**src/rtl/lcr_pkg.sv**
```systemverilog
// ----------------------------------------------------------------------------
// lcr_pkg
// Shared types and codes of the LED current regulator.
// ----------------------------------------------------------------------------
`default_nettype none

package lcr_pkg;

	localparam logic [1:0] OP_SAMPLE   = 2'd0;
	localparam logic [1:0] OP_INCREASE = 2'd1;
	localparam logic [1:0] OP_DECREASE = 2'd2;

	localparam logic [2:0] CFG_DUTY_LIMIT        = 3'd0;
	localparam logic [2:0] CFG_SOFT_START_GAP    = 3'd1;
	localparam logic [2:0] CFG_LOW_CURRENT_LEVEL = 3'd2;
	localparam logic [2:0] CFG_SOFT_START_LENGTH = 3'd3;
	localparam logic [2:0] CFG_TARGET_LIMIT      = 3'd4;

	localparam logic [7:0] RST_DUTY_LIMIT        = 8'hFF - 8'h87;
	localparam logic [7:0] RST_SOFT_START_GAP    = 8'h10;
	localparam logic [7:0] RST_LOW_CURRENT_LEVEL = 8'h20;
	localparam logic [7:0] RST_SOFT_START_LENGTH = 8'hFF;
	localparam logic [7:0] RST_TARGET_LIMIT      = 8'hFE;

	typedef struct packed {
		logic [1:0] opcode;
		logic [7:0] sample;
	} cmd_t;

	typedef struct packed {
		logic [7:0] duty;
		logic [7:0] target;
		logic [7:0] current_average;
		logic [7:0] voltage_average;
		logic       target_changed;
		logic       sample_was_voltage;
	} res_t;

endpackage

`default_nettype wire

```
**src/rtl/led_current_regulator.sv**
```systemverilog
// ----------------------------------------------------------------------------
// led_current_regulator
// LED current regulator: sample averaging, duty stepping, soft start and
// target buttons.
//
//   channel  signals                         transfer when
//   -------  ------------------------------  -------------------
//   cmd      cmd_valid cmd_stall cmd         valid && !stall
//   res      res_valid res_stall res         valid && !stall
//   cfg      cfg_valid cfg_ready cfg_index   valid && ready
//            cfg_data
//
// One item per cycle unless the pipe is held; each result passes through
// history and running sum, reciprocal multiply for the mean, and regulation.
// The three stages advance together; res_stall with a full result
// register holds the whole pipe and raises cmd_stall.
// Reset clears histories, sums and means and sets duty and target to one.
// ----------------------------------------------------------------------------
`default_nettype none

module led_current_regulator #(
	parameter int HISTORY_DEPTH = 8
) (
	input  wire logic          clk,
	input  wire logic          arst_n,
	input  wire logic          cmd_valid,
	output logic               cmd_stall,
	input  wire lcr_pkg::cmd_t cmd,
	output logic               res_valid,
	input  wire logic          res_stall,
	output lcr_pkg::res_t      res,
	input  wire logic          cfg_valid,
	output logic               cfg_ready,
	input  wire logic [2:0]    cfg_index,
	input  wire logic [7:0]    cfg_data
);

	localparam int LOG_D  = $clog2(HISTORY_DEPTH);
	localparam int SUM_W  = 8 + LOG_D;
	localparam int K      = SUM_W + LOG_D;
	localparam int PROD_W = SUM_W + K;
	localparam logic [K-1:0] RECIP = K'(((1 << K) + HISTORY_DEPTH - 1) / HISTORY_DEPTH);

	logic [7:0] duty_limit_q;
	logic [7:0] soft_start_gap_q;
	logic [7:0] low_current_level_q;
	logic [7:0] soft_start_length_q;
	logic [7:0] target_limit_q;

	logic [7:0]       cur_hist_q [HISTORY_DEPTH];
	logic [7:0]       volt_hist_q [HISTORY_DEPTH];
	logic [SUM_W-1:0] cur_sum_q;
	logic [SUM_W-1:0] volt_sum_q;
	logic             expect_voltage_q;

	logic       v_s1, volt_s1, v_s2, volt_s2;
	logic [1:0] op_s1, op_s2;

	logic [7:0] current_mean_q;
	logic [7:0] voltage_mean_q;
	logic [7:0] duty_q;
	logic [7:0] target_q;
	logic [8:0] soft_count_q;

	logic          en;
	logic          take;
	logic          cur_take, volt_take;
	logic [SUM_W-1:0] sum_sel;
	logic [PROD_W-1:0] prod;
	logic [7:0]    mean_new;

	logic [7:0] duty_nx, duty_clamped, target_nx;
	logic [8:0] soft_count_nx;
	logic       changed_nx;
	logic [7:0] gap;

	assign en        = !res_valid || !res_stall;
	assign cmd_stall = !en;
	assign cfg_ready = 1'b1;
	assign take      = en && cmd_valid;
	assign cur_take  = take && (cmd.opcode == lcr_pkg::OP_SAMPLE) && !expect_voltage_q;
	assign volt_take = take && (cmd.opcode == lcr_pkg::OP_SAMPLE) && expect_voltage_q;

	always_ff @(posedge clk or negedge arst_n) begin
		if (!arst_n) begin
			duty_limit_q        <= lcr_pkg::RST_DUTY_LIMIT;
			soft_start_gap_q    <= lcr_pkg::RST_SOFT_START_GAP;
			low_current_level_q <= lcr_pkg::RST_LOW_CURRENT_LEVEL;
			soft_start_length_q <= lcr_pkg::RST_SOFT_START_LENGTH;
			target_limit_q      <= lcr_pkg::RST_TARGET_LIMIT;
		end else if (cfg_valid && cfg_ready) begin
			case (cfg_index)
				lcr_pkg::CFG_DUTY_LIMIT:        duty_limit_q        <= cfg_data;
				lcr_pkg::CFG_SOFT_START_GAP:    soft_start_gap_q    <= cfg_data;
				lcr_pkg::CFG_LOW_CURRENT_LEVEL: low_current_level_q <= cfg_data;
				lcr_pkg::CFG_SOFT_START_LENGTH: soft_start_length_q <= cfg_data;
				lcr_pkg::CFG_TARGET_LIMIT:      target_limit_q      <= cfg_data;
				default: ;
			endcase
		end
	end

	// stage 1: shift histories and update running sums
	always_ff @(posedge clk or negedge arst_n) begin
		if (!arst_n) begin
			for (int i = 0; i < HISTORY_DEPTH; i++) begin
				cur_hist_q[i]  <= '0;
				volt_hist_q[i] <= '0;
			end
			cur_sum_q        <= '0;
			volt_sum_q       <= '0;
			expect_voltage_q <= 1'b0;
			v_s1             <= 1'b0;
			op_s1            <= lcr_pkg::OP_SAMPLE;
			volt_s1          <= 1'b0;
		end else if (en) begin
			v_s1    <= cmd_valid;
			op_s1   <= cmd.opcode;
			volt_s1 <= volt_take;
			if (cur_take) begin
				cur_hist_q[0] <= cmd.sample;
				for (int i = 1; i < HISTORY_DEPTH; i++) cur_hist_q[i] <= cur_hist_q[i-1];
				cur_sum_q <= cur_sum_q + SUM_W'(cmd.sample)
					- SUM_W'(cur_hist_q[HISTORY_DEPTH-1]);
				expect_voltage_q <= 1'b1;
			end
			if (volt_take) begin
				volt_hist_q[0] <= cmd.sample;
				for (int i = 1; i < HISTORY_DEPTH; i++) volt_hist_q[i] <= volt_hist_q[i-1];
				volt_sum_q <= volt_sum_q + SUM_W'(cmd.sample)
					- SUM_W'(volt_hist_q[HISTORY_DEPTH-1]);
				expect_voltage_q <= 1'b0;
			end
		end
	end

	// stage 2: floor mean by reciprocal multiply
	assign sum_sel  = volt_s1 ? volt_sum_q : cur_sum_q;
	assign prod     = PROD_W'(sum_sel) * PROD_W'(RECIP);
	assign mean_new = prod[K +: 8];

	always_ff @(posedge clk or negedge arst_n) begin
		if (!arst_n) begin
			current_mean_q <= '0;
			voltage_mean_q <= '0;
			v_s2           <= 1'b0;
			op_s2          <= lcr_pkg::OP_SAMPLE;
			volt_s2        <= 1'b0;
		end else if (en) begin
			v_s2    <= v_s1;
			op_s2   <= op_s1;
			volt_s2 <= volt_s1;
			if (v_s1 && (op_s1 == lcr_pkg::OP_SAMPLE)) begin
				if (volt_s1) voltage_mean_q <= mean_new;
				else         current_mean_q <= mean_new;
			end
		end
	end

	// stage 3: regulation, buttons, clamp
	assign gap = target_q - current_mean_q;

	always_comb begin
		duty_nx       = duty_q;
		target_nx     = target_q;
		soft_count_nx = soft_count_q;
		changed_nx    = 1'b0;
		case (op_s2)
			lcr_pkg::OP_SAMPLE: begin
				if (!volt_s2) begin
					if (current_mean_q < target_q) begin
						if (gap > soft_start_gap_q && current_mean_q < low_current_level_q) begin
							if (soft_count_q > {1'b0, soft_start_length_q}) begin
								duty_nx = 8'd1;
							end else begin
								if (duty_q < duty_limit_q) duty_nx = duty_q + 8'd1;
								soft_count_nx = soft_count_q + 9'd1;
							end
						end else if (duty_q < duty_limit_q) begin
							duty_nx = duty_q + 8'd1;
						end
					end else if (current_mean_q > target_q) begin
						if (duty_q != 8'd0) duty_nx = duty_q - 8'd1;
					end
				end
			end
			lcr_pkg::OP_INCREASE: begin
				if (target_q < target_limit_q) begin
					target_nx  = target_q + 8'd1;
					changed_nx = 1'b1;
				end
			end
			lcr_pkg::OP_DECREASE: begin
				if (target_q > 8'd1) begin
					target_nx  = target_q - 8'd1;
					changed_nx = 1'b1;
				end
			end
			default: ;
		endcase
		duty_clamped = (duty_nx > duty_limit_q) ? duty_limit_q : duty_nx;
	end

	always_ff @(posedge clk or negedge arst_n) begin
		if (!arst_n) begin
			duty_q       <= 8'd1;
			target_q     <= 8'd1;
			soft_count_q <= '0;
			res_valid    <= 1'b0;
		end else if (en) begin
			res_valid <= v_s2;
			if (v_s2) begin
				duty_q       <= duty_clamped;
				target_q     <= target_nx;
				soft_count_q <= soft_count_nx;
			end
		end
	end

	always_ff @(posedge clk) begin
		if (en && v_s2) begin
			res.duty               <= duty_clamped;
			res.target             <= target_nx;
			res.current_average    <= current_mean_q;
			res.voltage_average    <= voltage_mean_q;
			res.target_changed     <= changed_nx;
			res.sample_was_voltage <= volt_s2 && (op_s2 == lcr_pkg::OP_SAMPLE);
		end
	end

endmodule

`default_nettype wire

```
**config.mk**
```make
export PLATFORM = sky130hd
export DESIGN_NAME = led_current_regulator
export DESIGN_NICKNAME = d
export VERILOG_FILES = /design/src/rtl/lcr_pkg.sv /design/src/rtl/led_current_regulator.sv
export SDC_FILE = /design/constraint.sdc
export NUM_CORES = 1
export LEC_CHECK = 0
export ABC_AREA = 1
export ABC_CLOCK_PERIOD_IN_PS = 8700
export CORE_MARGIN = 3
export CORE_UTILIZATION = 60
export DETAILED_ROUTE_END_ITERATION = 12
export DONT_BUFFER_PORTS = 1
export GPL_TIMING_DRIVEN = 0
export PLACE_DENSITY_LB_ADDON = 0.1
export REMOVE_ABC_BUFFERS = 1
export SYNTH_ARGS = -nofsm -noshare
export SYNTH_HDL_FRONTEND = slang
export SYNTH_SLANG_ARGS = --single-unit
```
**constraint.sdc**
```tcl
create_clock -name clk -period 8.7 [get_ports clk]
set_input_delay 1.74 -clock clk [delete_from_list [all_inputs] [get_ports clk]]
set_output_delay 1.74 -clock clk [all_outputs]
set_load 0.02 [all_outputs]
```
==> results.sh <==
export IMPL_grt_pass1_vias=10300
export IMPL_clock_latency_ns=0.55
export IMPL_wl_per_cell_um=14.5
export IMPL_r2r_end="res[28]"
export IMPL_route_detailed_drc=0
export IMPL_syn_to_final_growth_pct=8.80
export IMPL_hold_depth=0
export IMPL_h_tree_depth=1
export IMPL_die_width_um=161
export IMPL_period_needed_ns=5.59
export IMPL_track_usage_pct=23.3
export IMPL_outcome="complete, no violations"
export IMPL_startpoint="current_mean_q[2]"
export IMPL_cts_tree="built"
export IMPL_path_clk_slew_ns=0.06
export IMPL_rsz0062_at_grt="false"
export IMPL_grt_ovfl_total=0
export IMPL_drive_above_1_share_pct=6.47
export IMPL_cts_made_buffers=29
export IMPL_clock_path_buffers=3
export IMPL_slowest_stage="dfrtp_1"
export IMPL_yosysWarnings=0
export IMPL_finalSetupViolCount=0
export IMPL_synth_cell_types=43
export IMPL_nets=1822
export IMPL_drt_vias_per_instance=5.25
export IMPL_slew_viol_final=0
export IMPL_hold_buffers=0
export IMPL_fillCellCount=1913
export IMPL_portBuffers=0
export IMPL_postCtsSetupBuffers=0
export IMPL_cpLargestDelayFamily="simple AND/OR/NAND/NOR gates"
export IMPL_worst_slew_pin_slew_ns=0.782
export IMPL_dp_hpwl_um=20300
export IMPL_reg2reg_from="current_mean_q[2]"
export IMPL_fin_crit_sh_pct=64.2
export IMPL_ir_drop_mv=0.212
export IMPL_cp_max_fo=10
export IMPL_grt_start_max_net_pins=242
export IMPL_antenna_cells=0
export IMPL_die_h_um=161
export IMPL_worstPathArrival_ns=5.90
export IMPL_synth_seq_area_share_pct=49.4
export IMPL_fin_setup_tns_ns=0
export IMPL_num_io_pins=63
export IMPL_dieArea_sq_um=25800
export IMPL_hold_path_class="reg -> reg"
export IMPL_place_gp_congestion=0.898
export IMPL_vias=10600
export IMPL_crit_required_ns=9.01
export IMPL_drt_pass1_iterations=5
export IMPL_utilization_pct=67.7
export IMPL_crit_path_end_kind="register"
export IMPL_root_buffer="clkbuf_16"
export IMPL_layout_commonest_cell="nand2_1"
export IMPL_critical_path_most_common_cell="nand2_1"
export IMPL_worstSetupEndpoint="res[28]"
export IMPL_drt_iter0_drc=636
export IMPL_cp_depth=30
export IMPL_synth_area_sq_um=14300
export IMPL_final_cell_mix="nand2_1, inv_1, dfrtp_1"
export IMPL_slowest_delay_ns=0.47
export IMPL_rr_worst_depth=30
export IMPL_path_buf_inv=3
export IMPL_clock_fmax_mhz=179
export IMPL_maxCapViolCount=0
export IMPL_max_slew_margin_rel_pct=47.8
export IMPL_worstSetupStartpointType="register"
export IMPL_cts_sinks=275
export IMPL_power_density_nw_per_um2=402
export IMPL_r2r_slack_ns=3.11
export IMPL_worst_setup_path_type="reg -> reg"
export IMPL_hold_viol_final=0
export IMPL_synth_cells=1709
export IMPL_cts_resized=0
export IMPL_wirelength_um=29400
export IMPL_core_sq_um=23100
export IMPL_ys_ff_latch=275
export IMPL_grt_pass1_wl_um=49700
export IMPL_initial_utilization_pct=62.2
export IMPL_antenna_found_initial=0
export IMPL_postRouteAntennaNets=0
export IMPL_rows=55
export IMPL_worst_clock_skew_ns=0.0130
export IMPL_syn_avg_cell_area_sq_um=8.39
export IMPL_p_leak_nw=8.04
## report_power, final
| group | internal (W) | leakage [nW] | switching (W) |
|---|---|---|---|
| Sequential | 0.00182 | 3.41 | 0.000403 |
| Clock | 0.000711 | 0.474 | 0.000498 |
| Combinational | 0.00109 | 4.16 | 0.00175 |
## metrics by stage
stage	power [W]	std cells	hold slack (ns)	instance area, sq um	worst slack [ns]
5_1_grt	0.00689	2028	0.447	15600	2.47
4_1_cts	0.00632	2028	0.443	15600	3.08
3_3_place_gp	0.00494	1971	0.430	14500	-0.505
2_1_floorplan	0.00437	1658	0.421	14100	2.36
6_report	0.00627	2028	0.440	15600	3.11
3_5_place_dp	0.00506	1976	0.429	14600	3.12
## cells in the mapped netlist (all sizes together)
cell    instances  share of area (%)
a31oi           4               0.17
dfstp          23                4.2
nand3          81                2.9
o211ai          3               0.16
a21o            4               0.21
o31ai           1              0.052
o22ai           3               0.13
and3            1              0.044
and2            5               0.22
xnor2          12               0.73
nand2         614                 16
xor2           24                1.5
clkbuf         41                1.1
conb            1              0.026
a211oi          1              0.052
nor3           10               0.53
o21bai          4               0.21
nand4          13               0.61
buf            10               0.37
mux2            8               0.63
ha             85                7.4
edfxtp         34                7.1
or2             3               0.13
a21boi         10               0.52
a21oi          48                1.7
nand3b          1              0.052
dfrtp         218                 38
nor2           55                1.5
o21ai         150                5.3
inv           225                5.9
fa             17                2.4
## metal layers
metal	track usage, %	wire length (um)	up-vias	part of all wire, %
met3	2.86	950	65	3.2
met4	8.76	1160	0	3.9
met1	31.7	13300	5030	45
met2	38.6	13900	187	47
li1	-	-	5360	-
met5	0	0	-	0
## layout make-up
cell class	count	area [sq um]	share of cell area [%]
clock buffer	46	901	5.77
tap	313	392	2.51
inverter	225	845	5.41
timing repair buffer	5	100	0.641
sequential	275	7080	45.4
multi-input combinational	1158	6240	40.0
clock inverter	6	51.3	0.329
## registers in the layout (all words and copies together) (netlist names), 8 cells and up
signal and count:
cur_hist_q 64, volt_hist_q 64, res 34, cur_sum_q 11, volt_sum_q 11, soft_count_q 9
current_mean_q 8, duty_limit_q 8, duty_q 8, low_current_level_q 8, soft_start_gap_q 8, soft_start_length_q 8
target_limit_q 8, target_q 8, voltage_mean_q 8
## kinds of logic (layout without fill, tap and decap cells)
| kind of cell | after synthesis | in the layout | synth area share, % |
|---|---|---|---|
| AND/OR/NAND/NOR | 783 | 783 | 22.2 |
| buffers and inverters | 276 | 282 | 7.33 |
| flip-flops | 275 | 275 | 49.4 |
| AO/OA/AOI/OAI | 228 | 228 | 8.47 |
| adder cells (fa/ha/maj) | 102 | 102 | 9.79 |
| XOR/XNOR | 36 | 36 | 2.20 |
| multiplexers | 8 | 8 | 0.628 |
| other | 1 | 1 | 0.0261 |
## how the worst min path moves through the flow
| stage | start | to | slack [ns] |
|---|---|---|---|
| floorplan | voltage_mean_q[0] | res[2] | 0.42 |
| global placement | voltage_mean_q[2] | res[4] | 0.43 |
| detailed placement | voltage_mean_q[2] | res[4] | 0.43 |
| CTS | voltage_mean_q[2] | res[4] | 0.44 |
| global route | voltage_mean_q[2] | res[4] | 0.45 |
| finish | voltage_mean_q[2] | res[4] | 0.44 |
Power figures use the tool's default switching activity.
